==> config.mk <==
export PLATFORM = sky130hd
export DESIGN_NAME = cubic_curve_line_rasterizer
export DESIGN_NICKNAME = d
export VERILOG_FILES = /design/src/rtl/ccl_pkg.sv /design/src/rtl/ccl_mul.sv /design/src/rtl/ccl_div.sv /design/src/rtl/ccl_datapath.sv /design/src/rtl/ccl_ctrl.sv /design/src/rtl/cubic_curve_line_rasterizer.sv
export SDC_FILE = /design/constraint.sdc
export NUM_CORES = 2
export LEC_CHECK = 0
export CAP_MARGIN = 20
export CORE_MARGIN = 2
export CORE_UTILIZATION = 55
export DETAILED_ROUTE_END_ITERATION = 8
export DONT_BUFFER_PORTS = 1
export PLACE_DENSITY = 0.7
export RECOVER_POWER = 25
export SYNTH_ARGS = -nofsm -noshare
export SYNTH_HDL_FRONTEND = slang
export SYNTH_SLANG_ARGS = --single-unit
==> constraint.sdc <==
create_clock -name clk_i -period 24 [get_ports clk_i]
set_clock_uncertainty 0.05 [all_clocks]
set_input_delay 1.2 -clock clk_i [delete_from_list [all_inputs] [get_ports clk_i]]
set_output_delay 1.2 -clock clk_i [all_outputs]
set_load 0.02 [all_outputs]
==> src/rtl/ccl_pkg.sv <==
`default_nettype none
package ccl_pkg;

  localparam int FracBits    = 16;
  localparam int MaxSegments = 64;
  localparam int CoordBits   = 12;
  localparam int SegW        = 7;
  localparam int CoefW       = 32;
  localparam int NumCoefs    = 8;
  localparam int CoefIdxW    = 3;
  localparam int ColorW      = 24;
  localparam int ScaleW      = 10;
  localparam int OffW        = 13;
  localparam int CfgIdxW     = 3;
  localparam int CfgDataW    = 13;
  // working width of pixel-space values in Q16
  localparam int ValW        = 48;
  localparam int TW          = FracBits + 1;
  localparam int SlopeW      = TW + 1;
  localparam int ProdW       = ValW + TW;
  localparam int DvdW        = SegW + FracBits;
  localparam int QuotW       = 24;
  localparam int StepW       = 5;
  localparam int PxW         = ValW - FracBits;
  localparam int InDataW     = CoefW * NumCoefs + ColorW;
  localparam int OutDataW    = 2 * CoordBits + ColorW;

  localparam logic [StepW-1:0] DivStepsT     = StepW'(DvdW);
  localparam logic [StepW-1:0] DivStepsSlope = StepW'(FracBits);

  // register indexes
  localparam logic [CfgIdxW-1:0] CfgScale   = 3'd0;
  localparam logic [CfgIdxW-1:0] CfgOffX    = 3'd1;
  localparam logic [CfgIdxW-1:0] CfgOffY    = 3'd2;
  localparam logic [CfgIdxW-1:0] CfgSegs    = 3'd3;
  localparam logic [CfgIdxW-1:0] CfgCanvasW = 3'd4;
  localparam logic [CfgIdxW-1:0] CfgCanvasH = 3'd5;

  // request kinds
  localparam logic CmdLoad = 1'b0;
  localparam logic CmdTick = 1'b1;

  // horner term codes
  localparam logic [1:0] TermA = 2'd0;
  localparam logic [1:0] TermD = 2'd3;

  typedef struct packed {
    logic       load;
    logic       tick;
    logic       post;
    logic       div_t;
    logic       t_sel;
    logic       cap_t;
    logic       hor_init;
    logic       mul_hor;
    logic       hor_add;
    logic [1:0] term;
    logic [1:0] pt_sel;
    logic       geom;
    logic       slope;
    logic       cap_slope;
    logic       mul_q;
    logic       cap_minor;
    logic       seg_next;
    logic       set_fin;
  } ccl_cmd_t;

  typedef struct packed {
    logic fin;
    logic seg_end;
    logic last_seg;
    logic range_ok;
    logic need_div;
    logic mul_busy;
    logic div_busy;
  } ccl_status_t;

  // Q16 to pixel, truncating toward zero
  function automatic logic signed [PxW-1:0] trunc_px(input logic signed [ValW-1:0] v);
    logic signed [ValW-1:0] m;
    logic signed [PxW-1:0]  r;
    m = v[ValW-1] ? -v : v;
    r = m[ValW-1:FracBits];
    return v[ValW-1] ? -r : r;
  endfunction

endpackage
`default_nettype wire

==> src/rtl/ccl_mul.sv <==
`default_nettype none
module ccl_mul (
  input  logic                              clk_i,
  input  logic                              rst_ni,
  input  logic                              start_i,
  input  logic signed [ccl_pkg::ValW-1:0]   mcand_i,
  input  logic        [ccl_pkg::TW-1:0]     mplier_i,
  output logic                              busy_o,
  output logic signed [ccl_pkg::ProdW-1:0]  prod_o
);
  import ccl_pkg::*;

  localparam int CntW = $clog2(TW + 1);

  logic                    busy_q;
  logic [CntW-1:0]         cnt_q;
  logic signed [ProdW-1:0] acc_q, mc_q;
  logic [TW-1:0]           mp_q;

  // step counter
  always_ff @(posedge clk_i or negedge rst_ni) begin
    if (!rst_ni) begin
      busy_q <= 1'b0;
      cnt_q  <= '0;
    end else if (start_i) begin
      busy_q <= 1'b1;
      cnt_q  <= CntW'(TW);
    end else if (busy_q) begin
      cnt_q <= cnt_q - CntW'(1);
      if (cnt_q == CntW'(1)) busy_q <= 1'b0;
    end
  end

  // shift-add, one multiplier bit a cycle
  always_ff @(posedge clk_i) begin
    if (start_i) begin
      acc_q <= '0;
      mc_q  <= ProdW'(mcand_i);
      mp_q  <= mplier_i;
    end else if (busy_q) begin
      if (mp_q[0]) acc_q <= acc_q + mc_q;
      mc_q <= mc_q <<< 1;
      mp_q <= mp_q >> 1;
    end
  end

  assign busy_o = busy_q;
  assign prod_o = acc_q;

endmodule
`default_nettype wire

==> src/rtl/ccl_div.sv <==
`default_nettype none
module ccl_div (
  input  logic                          clk_i,
  input  logic                          rst_ni,
  input  logic                          start_i,
  input  logic [ccl_pkg::ValW-1:0]      rem_i,
  input  logic [ccl_pkg::DvdW-1:0]      dvd_i,
  input  logic [ccl_pkg::ValW-1:0]      den_i,
  input  logic [ccl_pkg::StepW-1:0]     steps_i,
  output logic                          busy_o,
  output logic [ccl_pkg::QuotW-1:0]     quot_o
);
  import ccl_pkg::*;

  logic              busy_q;
  logic [StepW-1:0]  cnt_q;
  logic [ValW-1:0]   rem_q, den_q;
  logic [DvdW-1:0]   dv_q;
  logic [QuotW-1:0]  quot_q;
  logic [ValW:0]     r2;
  logic              ge;

  // restoring step
  always_comb begin
    r2 = {rem_q, dv_q[DvdW-1]};
    ge = r2 >= {1'b0, den_q};
  end

  always_ff @(posedge clk_i or negedge rst_ni) begin
    if (!rst_ni) begin
      busy_q <= 1'b0;
      cnt_q  <= '0;
    end else if (start_i) begin
      busy_q <= 1'b1;
      cnt_q  <= steps_i;
    end else if (busy_q) begin
      cnt_q <= cnt_q - StepW'(1);
      if (cnt_q == StepW'(1)) busy_q <= 1'b0;
    end
  end

  always_ff @(posedge clk_i) begin
    if (start_i) begin
      rem_q  <= rem_i;
      dv_q   <= dvd_i;
      den_q  <= den_i;
      quot_q <= '0;
    end else if (busy_q) begin
      rem_q  <= ge ? ValW'(r2 - {1'b0, den_q}) : r2[ValW-1:0];
      dv_q   <= dv_q << 1;
      quot_q <= {quot_q[QuotW-2:0], ge};
    end
  end

  assign busy_o = busy_q;
  assign quot_o = quot_q;

endmodule
`default_nettype wire

==> src/rtl/ccl_datapath.sv <==
`default_nettype none
module ccl_datapath (
  input  logic                                   clk_i,
  input  logic                                   rst_ni,
  input  logic                                   cfg_valid_i,
  input  logic [ccl_pkg::CfgIdxW-1:0]            cfg_index_i,
  input  logic [ccl_pkg::CfgDataW-1:0]           cfg_data_i,
  input  logic [ccl_pkg::CoefW*ccl_pkg::NumCoefs-1:0] coefs_i,
  input  logic [ccl_pkg::ColorW-1:0]             color_i,
  input  ccl_pkg::ccl_cmd_t                      cmd_i,
  output ccl_pkg::ccl_status_t                   status_o,
  output logic [ccl_pkg::CoordBits-1:0]          pixel_x_o,
  output logic [ccl_pkg::CoordBits-1:0]          pixel_y_o,
  output logic [ccl_pkg::ColorW-1:0]             pixel_color_o,
  output logic                                   write_enable_o,
  output logic                                   curve_done_o
);
  import ccl_pkg::*;

  // config registers
  logic [ScaleW-1:0]           scale_q;
  logic signed [OffW-1:0]      offx_q, offy_q;
  logic [SegW-1:0]             segc_q;
  logic [CoordBits-1:0]        cw_q, ch_q;

  // curve and segment state
  logic signed [CoefW-1:0]     coef_q [NumCoefs];
  logic [ColorW-1:0]           color_q;
  logic [SegW-1:0]             seg_q;
  logic                        fin_q;
  logic [TW-1:0]               tp_q, tq_q;
  logic signed [ValW-1:0]      acc_q;
  logic signed [ValW-1:0]      pt_q [4];
  logic                        xmaj_q, ok_q;
  logic signed [ValW-1:0]      smj_q, smn_q, dmn_q;
  logic [ValW-1:0]             dmj_q;
  logic [CoordBits-1:0]        lo_q, end_q, pos_q;
  logic signed [SlopeW-1:0]    slope_q;
  logic signed [ValW-1:0]      minor_q;

  // result registers
  logic [CoordBits-1:0]        res_x_q, res_y_q;
  logic [ColorW-1:0]           res_color_q;
  logic                        res_we_q, res_done_q;

  // shared units
  logic                        mul_start, mul_busy;
  logic signed [ValW-1:0]      mul_mc;
  logic [TW-1:0]               mul_mp;
  logic signed [ProdW-1:0]     mul_prod;
  logic                        div_start, div_busy;
  logic [ValW-1:0]             div_rem, div_den;
  logic [DvdW-1:0]             div_dvd;
  logic [StepW-1:0]            div_steps;
  logic [QuotW-1:0]            div_quot;

  logic [SegW-1:0]             n_seg, seg_sel;
  logic [DvdW-1:0]             t_num;
  logic signed [ValW-1:0]      diff, diff_abs, dmn_abs;
  logic [SlopeW-1:0]           slope_abs;
  logic                        need_div;

  // effective segment count
  always_comb begin
    if (segc_q == '0) n_seg = SegW'(1);
    else if (segc_q > SegW'(MaxSegments)) n_seg = SegW'(MaxSegments);
    else n_seg = segc_q;
  end

  // operand selection for multiplier and divider
  always_comb begin
    diff      = $signed({{(ValW-CoordBits-FracBits){1'b0}}, lo_q, {FracBits{1'b0}}}) - smj_q;
    diff_abs  = diff[ValW-1] ? -diff : diff;
    slope_abs = slope_q[SlopeW-1] ? SlopeW'(-slope_q) : SlopeW'(slope_q);
    dmn_abs   = dmn_q[ValW-1] ? -dmn_q : dmn_q;
    need_div  = (dmj_q != '0) && ($unsigned(dmn_abs) < dmj_q);
    mul_start = cmd_i.mul_hor | cmd_i.mul_q;
    mul_mc    = cmd_i.mul_q ? diff_abs : acc_q;
    mul_mp    = cmd_i.mul_q ? slope_abs[TW-1:0] : (cmd_i.pt_sel[1] ? tq_q : tp_q);
    seg_sel   = cmd_i.t_sel ? seg_q + SegW'(1) : seg_q;
    t_num     = {seg_sel, {FracBits{1'b0}}} + DvdW'(n_seg >> 1);
    div_start = cmd_i.div_t | (cmd_i.slope & need_div);
    div_rem   = cmd_i.div_t ? '0 : $unsigned(dmn_abs);
    div_dvd   = cmd_i.div_t ? t_num : '0;
    div_den   = cmd_i.div_t ? {{(ValW-SegW){1'b0}}, n_seg} : dmj_q;
    div_steps = cmd_i.div_t ? DivStepsT : DivStepsSlope;
  end

  ccl_mul u_mul (
    .clk_i    (clk_i),
    .rst_ni   (rst_ni),
    .start_i  (mul_start),
    .mcand_i  (mul_mc),
    .mplier_i (mul_mp),
    .busy_o   (mul_busy),
    .prod_o   (mul_prod)
  );

  ccl_div u_div (
    .clk_i   (clk_i),
    .rst_ni  (rst_ni),
    .start_i (div_start),
    .rem_i   (div_rem),
    .dvd_i   (div_dvd),
    .den_i   (div_den),
    .steps_i (div_steps),
    .busy_o  (div_busy),
    .quot_o  (div_quot)
  );

  // scaled coefficient for the current term and axis
  logic signed [CoefW-1:0]        coef_sel;
  logic signed [CoefW+ScaleW:0]   scl_prod;
  logic signed [ValW-1:0]         scl_ext, scl_axis, off_ext, term_val, hor_sum;
  logic signed [OffW-1:0]         off_sel;

  always_comb begin
    coef_sel = coef_q[{cmd_i.term, cmd_i.pt_sel[0]}];
    scl_prod = coef_sel * $signed({1'b0, scale_q});
    scl_ext  = ValW'(scl_prod);
    scl_axis = cmd_i.pt_sel[0] ? -scl_ext : scl_ext;
    off_sel  = cmd_i.pt_sel[0] ? offy_q : offx_q;
    off_ext  = $signed({{(ValW-OffW-FracBits){off_sel[OffW-1]}}, off_sel, {FracBits{1'b0}}});
    term_val = scl_axis + ((cmd_i.term == TermD) ? off_ext : '0);
    hor_sum  = $signed(mul_prod[ValW+FracBits-1:FracBits]) + term_val;
  end

  // segment geometry from the two evaluated endpoints
  logic signed [ValW-1:0] dx, dy, adx, ady, pm, qm, pn, qn, s_mj, s_mn, e_mj, e_mn;
  logic signed [PxW-1:0]  lim, tl, th, lo_c, hi_c;
  logic                   xm, swap;

  always_comb begin
    dx   = pt_q[2] - pt_q[0];
    dy   = pt_q[3] - pt_q[1];
    adx  = dx[ValW-1] ? -dx : dx;
    ady  = dy[ValW-1] ? -dy : dy;
    xm   = (dx != '0) && ($unsigned(ady) <= $unsigned(adx));
    pm   = xm ? pt_q[0] : pt_q[1];
    qm   = xm ? pt_q[2] : pt_q[3];
    pn   = xm ? pt_q[1] : pt_q[0];
    qn   = xm ? pt_q[3] : pt_q[2];
    swap = pm > qm;
    s_mj = swap ? qm : pm;
    s_mn = swap ? qn : pn;
    e_mj = swap ? pm : qm;
    e_mn = swap ? pn : qn;
    lim  = $signed({{(PxW-CoordBits){1'b0}}, (xm ? cw_q : ch_q)}) - PxW'(1);
    tl   = trunc_px(s_mj);
    th   = trunc_px(e_mj);
    lo_c = tl[PxW-1] ? '0 : tl;
    hi_c = (th > lim) ? lim : th;
  end

  // pixel slot of the current step
  logic signed [PxW-1:0]  minor_px;
  logic [CoordBits-1:0]   lim_t;
  logic                   vis;

  always_comb begin
    minor_px = trunc_px(minor_q);
    lim_t    = xmaj_q ? ch_q : cw_q;
    vis      = !minor_px[PxW-1] &&
               (minor_px < $signed({{(PxW-CoordBits){1'b0}}, lim_t}));
  end

  // control state and config
  always_ff @(posedge clk_i or negedge rst_ni) begin
    if (!rst_ni) begin
      scale_q <= ScaleW'(100);
      offx_q  <= OffW'(450);
      offy_q  <= OffW'(349);
      segc_q  <= SegW'(30);
      cw_q    <= CoordBits'(900);
      ch_q    <= CoordBits'(600);
      fin_q   <= 1'b1;
      seg_q   <= '0;
    end else begin
      if (cfg_valid_i) begin
        unique case (cfg_index_i)
          CfgScale:   scale_q <= cfg_data_i[ScaleW-1:0];
          CfgOffX:    offx_q  <= $signed(cfg_data_i[OffW-1:0]);
          CfgOffY:    offy_q  <= $signed(cfg_data_i[OffW-1:0]);
          CfgSegs:    segc_q  <= cfg_data_i[SegW-1:0];
          CfgCanvasW: cw_q    <= cfg_data_i[CoordBits-1:0];
          CfgCanvasH: ch_q    <= cfg_data_i[CoordBits-1:0];
          default: ;
        endcase
      end
      if (cmd_i.load) begin
        fin_q <= 1'b0;
        seg_q <= '0;
      end
      if (cmd_i.seg_next) seg_q <= seg_q + SegW'(1);
      if (cmd_i.set_fin)  fin_q <= 1'b1;
    end
  end

  // datapath registers
  always_ff @(posedge clk_i) begin
    if (cmd_i.load) begin
      for (int k = 0; k < NumCoefs; k++) begin
        coef_q[k] <= $signed(coefs_i[k*CoefW +: CoefW]);
      end
      color_q <= color_i;
    end
    if (cmd_i.cap_t) begin
      if (cmd_i.t_sel) tq_q <= div_quot[TW-1:0];
      else tp_q <= div_quot[TW-1:0];
    end
    if (cmd_i.hor_init) acc_q <= term_val;
    if (cmd_i.hor_add) begin
      acc_q <= hor_sum;
      if (cmd_i.term == TermD) pt_q[cmd_i.pt_sel] <= hor_sum;
    end
    if (cmd_i.geom) begin
      xmaj_q <= xm;
      smj_q  <= s_mj;
      smn_q  <= s_mn;
      dmj_q  <= $unsigned(e_mj - s_mj);
      dmn_q  <= e_mn - s_mn;
      lo_q   <= lo_c[CoordBits-1:0];
      end_q  <= hi_c[CoordBits-1:0];
      ok_q   <= lo_c <= hi_c;
    end
    // slope: zero length, full step, or divider result
    if (cmd_i.slope && !need_div) begin
      if (dmj_q == '0) slope_q <= '0;
      else if (dmn_q[ValW-1]) slope_q <= -$signed({2'b01, {FracBits{1'b0}}});
      else slope_q <= $signed({2'b01, {FracBits{1'b0}}});
    end
    if (cmd_i.cap_slope) begin
      slope_q <= dmn_q[ValW-1] ? -$signed({2'b00, div_quot[FracBits-1:0]})
                               :  $signed({2'b00, div_quot[FracBits-1:0]});
    end
    if (cmd_i.cap_minor) begin
      pos_q   <= lo_q;
      minor_q <= smn_q + ((slope_q[SlopeW-1] ^ diff[ValW-1])
                 ? -$signed(mul_prod[ValW+FracBits-1:FracBits])
                 :  $signed(mul_prod[ValW+FracBits-1:FracBits]));
    end
    // one pixel slot per tick
    if (cmd_i.tick) begin
      res_x_q     <= '0;
      res_y_q     <= '0;
      res_color_q <= '0;
      res_we_q    <= 1'b0;
      if (!fin_q) begin
        if (vis) begin
          res_x_q     <= xmaj_q ? pos_q : minor_px[CoordBits-1:0];
          res_y_q     <= xmaj_q ? minor_px[CoordBits-1:0] : pos_q;
          res_color_q <= color_q;
          res_we_q    <= 1'b1;
        end
        pos_q   <= pos_q + CoordBits'(1);
        minor_q <= minor_q + ValW'(slope_q);
      end
    end
    if (cmd_i.post) res_done_q <= fin_q;
  end

  always_comb begin
    status_o.fin      = fin_q;
    status_o.seg_end  = ({1'b0, pos_q} + (CoordBits+1)'(1)) > {1'b0, end_q};
    status_o.last_seg = ({1'b0, seg_q} + (SegW+1)'(1)) >= {1'b0, n_seg};
    status_o.range_ok = ok_q;
    status_o.need_div = need_div;
    status_o.mul_busy = mul_busy;
    status_o.div_busy = div_busy;
  end

  assign pixel_x_o      = res_x_q;
  assign pixel_y_o      = res_y_q;
  assign pixel_color_o  = res_color_q;
  assign write_enable_o = res_we_q;
  assign curve_done_o   = res_done_q;

endmodule
`default_nettype wire

==> src/rtl/ccl_ctrl.sv <==
`default_nettype none
module ccl_ctrl (
  input  logic                  clk_i,
  input  logic                  rst_ni,
  input  logic                  in_valid_i,
  input  logic                  in_kind_i,
  output logic                  in_ready_o,
  output logic                  out_valid_o,
  input  logic                  out_ready_i,
  input  ccl_pkg::ccl_status_t  status_i,
  output ccl_pkg::ccl_cmd_t     cmd_o
);
  import ccl_pkg::*;

  localparam logic [3:0] StIdle  = 4'd0;
  localparam logic [3:0] StTDiv  = 4'd1;
  localparam logic [3:0] StTWait = 4'd2;
  localparam logic [3:0] StHInit = 4'd3;
  localparam logic [3:0] StHMul  = 4'd4;
  localparam logic [3:0] StHWait = 4'd5;
  localparam logic [3:0] StGeom  = 4'd6;
  localparam logic [3:0] StChk   = 4'd7;
  localparam logic [3:0] StSlope = 4'd8;
  localparam logic [3:0] StSWait = 4'd9;
  localparam logic [3:0] StMulQ  = 4'd10;
  localparam logic [3:0] StMWait = 4'd11;
  localparam logic [3:0] StNext  = 4'd12;
  localparam logic [3:0] StFin   = 4'd13;

  logic [3:0] state_q, state_d;
  logic       tsel_q, tsel_d;
  logic [1:0] pt_q, pt_d;
  logic [1:0] term_q, term_d;
  logic       ovalid_q, ovalid_d;
  logic       tick_q, tick_d;
  logic       accept;

  assign accept      = in_valid_i && in_ready_o;
  assign in_ready_o  = (state_q == StIdle) && !ovalid_q;
  assign out_valid_o = ovalid_q;

  // sequencer
  always_comb begin
    state_d  = state_q;
    tsel_d   = tsel_q;
    pt_d     = pt_q;
    term_d   = term_q;
    tick_d   = tick_q;
    ovalid_d = ovalid_q && !out_ready_i;
    cmd_o        = '0;
    cmd_o.t_sel  = tsel_q;
    cmd_o.pt_sel = pt_q;
    cmd_o.term   = term_q;
    unique case (state_q)
      StIdle: begin
        if (accept) begin
          if (in_kind_i == CmdLoad) begin
            cmd_o.load = 1'b1;
            tick_d     = 1'b0;
            tsel_d     = 1'b0;
            state_d    = StTDiv;
          end else begin
            cmd_o.tick = 1'b1;
            if (!status_i.fin && status_i.seg_end) begin
              tick_d  = 1'b1;
              state_d = StNext;
            end else begin
              cmd_o.post = 1'b1;
              ovalid_d   = 1'b1;
            end
          end
        end
      end
      StTDiv: begin
        cmd_o.div_t = 1'b1;
        state_d     = StTWait;
      end
      StTWait: begin
        if (!status_i.div_busy) begin
          cmd_o.cap_t = 1'b1;
          if (!tsel_q) begin
            tsel_d  = 1'b1;
            state_d = StTDiv;
          end else begin
            pt_d    = '0;
            state_d = StHInit;
          end
        end
      end
      StHInit: begin
        cmd_o.hor_init = 1'b1;
        cmd_o.term     = TermA;
        term_d         = 2'd1;
        state_d        = StHMul;
      end
      StHMul: begin
        cmd_o.mul_hor = 1'b1;
        state_d       = StHWait;
      end
      StHWait: begin
        if (!status_i.mul_busy) begin
          cmd_o.hor_add = 1'b1;
          if (term_q == TermD) begin
            pt_d    = pt_q + 2'd1;
            state_d = (pt_q == 2'd3) ? StGeom : StHInit;
          end else begin
            term_d  = term_q + 2'd1;
            state_d = StHMul;
          end
        end
      end
      StGeom: begin
        cmd_o.geom = 1'b1;
        state_d    = StChk;
      end
      StChk: begin
        state_d = status_i.range_ok ? StSlope : StNext;
      end
      StSlope: begin
        cmd_o.slope = 1'b1;
        state_d     = status_i.need_div ? StSWait : StMulQ;
      end
      StSWait: begin
        if (!status_i.div_busy) begin
          cmd_o.cap_slope = 1'b1;
          state_d         = StMulQ;
        end
      end
      StMulQ: begin
        cmd_o.mul_q = 1'b1;
        state_d     = StMWait;
      end
      StMWait: begin
        if (!status_i.mul_busy) begin
          cmd_o.cap_minor = 1'b1;
          state_d         = StFin;
        end
      end
      StNext: begin
        if (status_i.last_seg) begin
          cmd_o.set_fin = 1'b1;
          state_d       = StFin;
        end else begin
          cmd_o.seg_next = 1'b1;
          tsel_d         = 1'b0;
          state_d        = StTDiv;
        end
      end
      StFin: begin
        if (tick_q) begin
          cmd_o.post = 1'b1;
          ovalid_d   = 1'b1;
        end
        state_d = StIdle;
      end
      default: state_d = StIdle;
    endcase
  end

  always_ff @(posedge clk_i or negedge rst_ni) begin
    if (!rst_ni) begin
      state_q  <= StIdle;
      tsel_q   <= 1'b0;
      pt_q     <= '0;
      term_q   <= '0;
      ovalid_q <= 1'b0;
      tick_q   <= 1'b0;
    end else begin
      state_q  <= state_d;
      tsel_q   <= tsel_d;
      pt_q     <= pt_d;
      term_q   <= term_d;
      ovalid_q <= ovalid_d;
      tick_q   <= tick_d;
    end
  end

endmodule
`default_nettype wire

==> src/rtl/cubic_curve_line_rasterizer.sv <==
// channel    | dir | handshake                     | payload
// s_axis     | in  | s_axis_tvalid / s_axis_tready | tdata coefs and color, tuser kind
// m_axis     | out | m_axis_tvalid / m_axis_tready | tdata pixel, tuser write, tlast done
// cfg        | in  | cfg_valid_i / cfg_ready_o     | cfg_index_i, cfg_data_i
//
// a tick that stays inside its segment is answered from the idle state
// a load, or a tick that ends a segment, starts a segment set up made of:
// two 23-step t divisions, thirteen 17-step serial multiplies, a 16-step slope divide
// a tick result waits in the output register; no request is taken while it is full
// rst_ni clears control state and loads the register defaults; no curve is drawn after reset
`default_nettype none
module cubic_curve_line_rasterizer (
  input  logic                             clk_i,
  input  logic                             rst_ni,
  input  logic                             s_axis_tvalid,
  output logic                             s_axis_tready,
  // coef_ax, coef_ay, coef_bx, coef_by, coef_cx, coef_cy, coef_dx, coef_dy, color
  input  logic [ccl_pkg::InDataW-1:0]      s_axis_tdata,
  // cmd
  input  logic                             s_axis_tuser,
  output logic                             m_axis_tvalid,
  input  logic                             m_axis_tready,
  // pixel_x, pixel_y, pixel_color
  output logic [ccl_pkg::OutDataW-1:0]     m_axis_tdata,
  // write_enable
  output logic                             m_axis_tuser,
  output logic                             m_axis_tlast,
  input  logic                             cfg_valid_i,
  output logic                             cfg_ready_o,
  input  logic [ccl_pkg::CfgIdxW-1:0]      cfg_index_i,
  input  logic [ccl_pkg::CfgDataW-1:0]     cfg_data_i
);
  import ccl_pkg::*;

  ccl_cmd_t             cmd;
  ccl_status_t          status;
  logic [CoordBits-1:0] px, py;
  logic [ColorW-1:0]    pcol;
  logic                 cfg_we;

  assign cfg_ready_o = 1'b1;
  assign cfg_we      = cfg_valid_i && cfg_ready_o;

  ccl_ctrl u_ctrl (
    .clk_i       (clk_i),
    .rst_ni      (rst_ni),
    .in_valid_i  (s_axis_tvalid),
    .in_kind_i   (s_axis_tuser),
    .in_ready_o  (s_axis_tready),
    .out_valid_o (m_axis_tvalid),
    .out_ready_i (m_axis_tready),
    .status_i    (status),
    .cmd_o       (cmd)
  );

  ccl_datapath u_dp (
    .clk_i          (clk_i),
    .rst_ni         (rst_ni),
    .cfg_valid_i    (cfg_we),
    .cfg_index_i    (cfg_index_i),
    .cfg_data_i     (cfg_data_i),
    .coefs_i        (s_axis_tdata[CoefW*NumCoefs-1:0]),
    .color_i        (s_axis_tdata[InDataW-1:CoefW*NumCoefs]),
    .cmd_i          (cmd),
    .status_o       (status),
    .pixel_x_o      (px),
    .pixel_y_o      (py),
    .pixel_color_o  (pcol),
    .write_enable_o (m_axis_tuser),
    .curve_done_o   (m_axis_tlast)
  );

  // output packing, pixel_x lowest
  assign m_axis_tdata = {pcol, py, px};

endmodule
`default_nettype wire

-- Yosys cells after proc, flatten, opt, wreduce, memory -nomap -nowiden
Memory sizes are Yosys's and may differ from the RTL's.
Index checks and enable logic that the tools add are counted.
W data, S select, Z words.
- bits in registers: 833
- memory bits (writable): 448
- input bits: 302
- output and inout bits: 53
- memories kept: 2
- memories (name ; words ; width ; rd ports ; clocked after Yosys merged registers in ; write ports ; line ; RTL):
    u_dp.coef_q ; 8 ; 32 ; 1 ; 0 ; 8 ; ccl_datapath.sv:27 ; logic signed [CoefW-1:0] coef_q [NumCoefs];
    u_dp.pt_q ; 4 ; 48 ; 4 ; 0 ; 1 ; ccl_datapath.sv:33 ; logic signed [ValW-1:0] pt_q [4];
- add/subtract/negate cells: 35
- multiply operators: 1
- order comparisons: 10
- equal/unequal tests: 35
- multiplexer cells: 138
- bitwise operators: 6
- reductions and logical operators: 43
- operator list (cell ; number):
    $mux W48 ; 28
    $neg A48 Y48 ; 8
    $sub A48 B48 Y48 ; 5
    $add A48 B48 Y48 ; 3
    $mux W65 ; 2
    $mux W32 ; 4
    $neg A32 Y32 ; 3
    $reduce_bool A48 Y1 ; 2
    $mux W18 ; 5
    $mux W17 ; 5
    $mux W12 ; 7
    $mux W23 ; 3
    $add A65 B65 Y65 ; 1
    $pmux W4 S13 ; 1
    $ge A49 B48 Y1 ; 1
    $add A48 B18 Y48 ; 1
    $gt A48 B48 Y1 ; 1
    $le A48 B48 Y1 ; 1
    $logic_not A48 Y1 ; 1
    $lt A48 B48 Y1 ; 1
    $neg A43 Y48 ; 1
    $sub A29 B48 Y48 ; 1
    $mul A32 B11 Y43 ; 1
    $mux W7 ; 6
    other kinds (54) ; 176

-- Depth between registers and ports, before layout
An unclocked memory read counts as a cell.
- word-level depth: 16
- gate-level depth with buffers: 104
- mapped depth without buffers: 87

-- Hierarchy
Synthesis repeated with hierarchy kept, for this count alone.
- cells, all modules: 11538
- area total of the unflattened synthesis: 108450.3 µm²
- modules (own cells, without submodules) (module ; instances ; cells each ; area each (µm²)):
    ccl_datapath ; 1 ; 9505 ; 88468.6
    ccl_mul ; 1 ; 1080 ; 9907.0
    ccl_div ; 1 ; 823 ; 9026.2
    ccl_ctrl ; 1 ; 128 ; 1037.2
    cubic_curve_line_rasterizer ; 1 ; 2 ; 11.3

-- Least setup slack after synthesis
OpenSTA, ideal clock, no wires.
- path type: register to register
- from: memory u_dp.pt_q[1][0]
- to: register u_dp.ok_q (data pin)
- arrival time: 19424 ps
- data required time: 23790 ps
- setup slack: 4366 ps
- stages on the path, launching flop included: 98
- path buffers: 17
- period minus slack after synthesis: 19634 ps
- path through: edfxtp_1 ha_1 fa_1 nor2b_1 o21ai_0 a21boi_0 o21ai_0 a21boi_0 o211ai_1 o21ai_0 o211ai_1 o21a_1 o211ai_1 nand2_1 xnor2_1 nor3_1 or3b_2 or3_1 (+62 left out) inv_1 ha_1 nor2b_1 o21a_1 o21a_1 o21ai_0 nand2b_1 a21oi_1 nor2b_1 o21ai_0 nand2b_1 a21oi_1 o221ai_1 a21o_1 a21oi_1 nor2b_1 o22a_1 a211oi_2
- RTL lines (element ; line ; RTL):
    start: declaration ; ccl_datapath.sv:33 ;
    end signal: assignment ; ccl_datapath.sv:224 ; ok_q <= lo_c <= hi_c;
    end: declaration ; ccl_datapath.sv:34 ; logic xmaj_q, ok_q;

==> impl_metrics.csv <==
group,metric,value,unit
routing,post_drt_wl_per_cell,26.91,um
timing,fin_ws,2.305,ns
final_layout,fillers,16490,
die,pin_count,355,
clock_network,cts_root_buf,"clkbuf_16",
run_status,violations,"max-capacitance violations, max-slew violations",
synthesis,syn_nets,12900,
clock_network,cts_resized,0,
placement,dpl.hpwl,301.7,mm
timing,rsz0062_at_grt,"no",
routing,met2_length,155.6,mm
critical_path,critPathMostFrequentCell,"o21ai_0",
synthesis,synth.most_common_cell,"edfxtp_1",
timing,worstMarginPinSlew,3.323,ns
final_layout,instances_no_fill,14060,
die,fp.dieH,444.7,um
global_route,grt_overflow,0,
synthesis,ys_types,120,
final_layout,layout-drive-gt1-share,0.06842,
routing,routed_wl,378.3,mm
critical_path,crit_type,"flop to flop",
critical_path,r2r-start,"u_dp.pt_q[1][0]$_DFFE_PP_",
routing,maxUsedRoutingLayer,"met5",
timing,setup_violations,0,
critical_path,cp.arrival,22.29,ns
min_path,hold_class,"input port to asynchronous set/reset pin",
critical_path,cp-end-kind,"flop",
timing,min_period,21.70,ns
global_route,grtUsageTotal,0.3727,
die,dieWidth,444.7,um
synthesis,syn_area,106800,um^2
die,core_area,192800,um^2
clock_network,clkSinkCount,1279,
routing,drtPass1Iterations,6,
synthesis,yosysSeqAreaShare,0.3420,
synthesis,yosysTopAreaCellShare,0.2923,
critical_path,max_stage_delay,0.70,ns
clock_network,cts-buffers-inserted,142,
critical_path,ff2ff_path_depth,87,
die,start_util,0.5542,
placement,place.gp.congestion,1.029,
timing,fin_hold_ws,0.05815,ns
timing,slew_viol_final,307,
synthesis,yosys.area.top_type,"edfxtp_1",
synthesis,synth_seq_cells,1279,
final_layout,nets,12760,
synthesis,synthCells,11520,
critical_path,r2r_slack,2.30,ns
run,drv_cap,8,
routing,first_iter_violations,10160,
routing,met1_length,156.0,mm
placement,post-place-ws,2.866,ns
synthesis,synth_area_leaders,"edfxtp_1 29%, ha_1 9.2%, fa_1 5.3%, xnor2_1 4.6%, mux2i_1 3.7%",
die,placementRows,161,
global_route,antenna_found_initial,35,
critical_path,cpMaxStageDelayCell,"inv_8",
timing,tns,0,ns
synthesis,synth_ff_type,"edfxtp_1",
routing,dr_total_vias,89780,
synthesis,synth_edf_count,1040,
placement,placedCellCount,13750,
clock_network,path_clk_slew,0.06,ns
critical_path,start_kind,"flop",
clock_network,cts_tree,"yes",
run_status,status,"complete, but fails checks",
routing,route.met3.wl,42.85,mm
critical_path,crit_required,24.60,ns
clock_network,postCtsSetupBuffers,0,
routing,drc,0,
synthesis,async_reset_ff_frac,0.07662,
global_route,grt_pass1_vias,84220,
synthesis,synth.avg_cell_area,9.271,um^2
synthesis,yosysWarnings,0,
placement,port_buffers,0,
timing,fmax,46.09,MHz
clock_network,postCtsHoldBufs,2,
clock_network,clock_latency,0.85,ns
global_route,grt_pass1_wl,549.8,mm
routing,ant_nets,0,
die,die_area,197800,um^2
critical_path,worstReg2RegEnd,"u_dp.ok_q$_DFFE_PP_",
routing,viasPerCell,6.387,
clock_network,cts.path.max_buffers,3,
timing,slew_headroom,-1.215,
global_route,grt_max_degree,130,
timing,hold_viol_final,0,
final_layout,area_delta_synth_final,7.295,%
synthesis,synthTopCellsByCount,"1,040 x edfxtp_1, 984 x nor2_1, 980 x nand2_1",
critical_path,worstPathMaxFanout,129,
clock_network,htree_levels,4,
timing,fin_crit_sh,0.9040,
[final cells by class]
cell class                 instances  area (um^2)  share of cell area
antenna                           26        65.06           0.0005676
sequential                      1279        36540              0.3188
tap                             2526         3161             0.02757
inverter                         779         2933             0.02559
clock inverter                    87        987.2            0.008612
multi-input combinational       9012        65810              0.5742
timing repair buffer             168         1282             0.01119
clock buffer                     178         3844             0.03353
[layer usage]
metal | up-vias | track usage
met3 | 702 | 0.1104
met5 | - | 0.005617
met2 | 4282 | 0.5322
met4 | 22 | 0.1987
met1 | 43620 | 0.5077
li1 | 41150 | -
[flip-flops by register name, indices dropped and copies added (netlist names), 23 cells and up]
name	count
u_dp.acc_q	48
u_dp.u_mul.prod_o	64
u_dp.smj_q	48
u_dp.u_mul.mc_q	64
u_dp.u_div.den_q	48
u_dp.dmn_q	48
u_dp.minor_q	48
u_dp.dmj_q	48
u_dp.u_div.rem_q	48
u_dp.u_div.dv_q	23
u_dp.smn_q	48
u_dp.color_q	24
u_dp.pt_q	192
u_dp.coef_q	256
u_dp.pixel_color_o	24
[worst max-delay path: cells and delay by family (launching register included)]
family                     cells  cell delay, ns
AOI/OAI and AO/OA             43            9.47
muxes                          4            1.03
adders and majority gates      7            2.07
DFF                            1            0.50
xor gates and xnor gates       5            1.51
and+or+nand+nor               24            4.83
buffers and inverters          4            1.68
[metrics by stage]
stage,utilization,cell area (um^2)
floorplan,-,106800
CTS,0.5941,114500
global placement,0.5686,109600
global route,0.5944,114600
finish,0.5946,114600
detailed placement,0.5688,109700
[placed cells by master, fill, tap and decap left out, types with 105 or more instances in the layout]
master and n:
buf_4 150, a21o_1 250, nor4_1 105, dfxtp_1 141, nand3_1 192, mux2_2 124, edfxtp_1 1040, fa_1 282
xor2_1 300, clkbuf_16 146, o21a_1 109, a21oi_1 778, o21ai_0 643, nand2b_1 333, nor3_1 294, a211oi_1 115
nand4_1 119, a31oi_1 131, mux2i_1 376, nor2_1 977, or3_1 110, inv_1 775, ha_1 789, nand2_1 975
nor2b_1 288, xnor2_1 555
[cell families after synthesis]
family	share of synthesized area
compound gates	0.1574
mux	0.06391
flops	0.3420
fa+ha+maj	0.1453
other cells	0.00003510
simple gates	0.1757
xor+xnor	0.07094
buf+inv	0.04462
[worst max-delay path by stage]
stage | startpoint | endpoint | slack (ns) | cells past startpoint
after detailed placement | u_dp.pt_q[1][0]$_DFFE_PP_ | u_dp.ok_q$_DFFE_PP_ | 2.87 | 87
after CTS | u_dp.pt_q[1][0]$_DFFE_PP_ | u_dp.ok_q$_DFFE_PP_ | 2.84 | 87
after floorplan | u_dp.pt_q[1][0]$_DFFE_PP_ | u_dp.ok_q$_DFFE_PP_ | 4.37 | 97
final | u_dp.pt_q[1][0]$_DFFE_PP_ | u_dp.ok_q$_DFFE_PP_ | 2.30 | 87
after global routing | u_dp.pt_q[1][0]$_DFFE_PP_ | u_dp.ok_q$_DFFE_PP_ | 0.95 | 85
after global placement | u_dp.pt_q[1][0]$_DFFE_PP_ | u_dp.ok_q$_DFFE_PP_ | 3.03 | 87
Power is left out: the tool's default activity adds up to more than one toggle a clock period on the data nets, which glitch-free logic cannot reach.
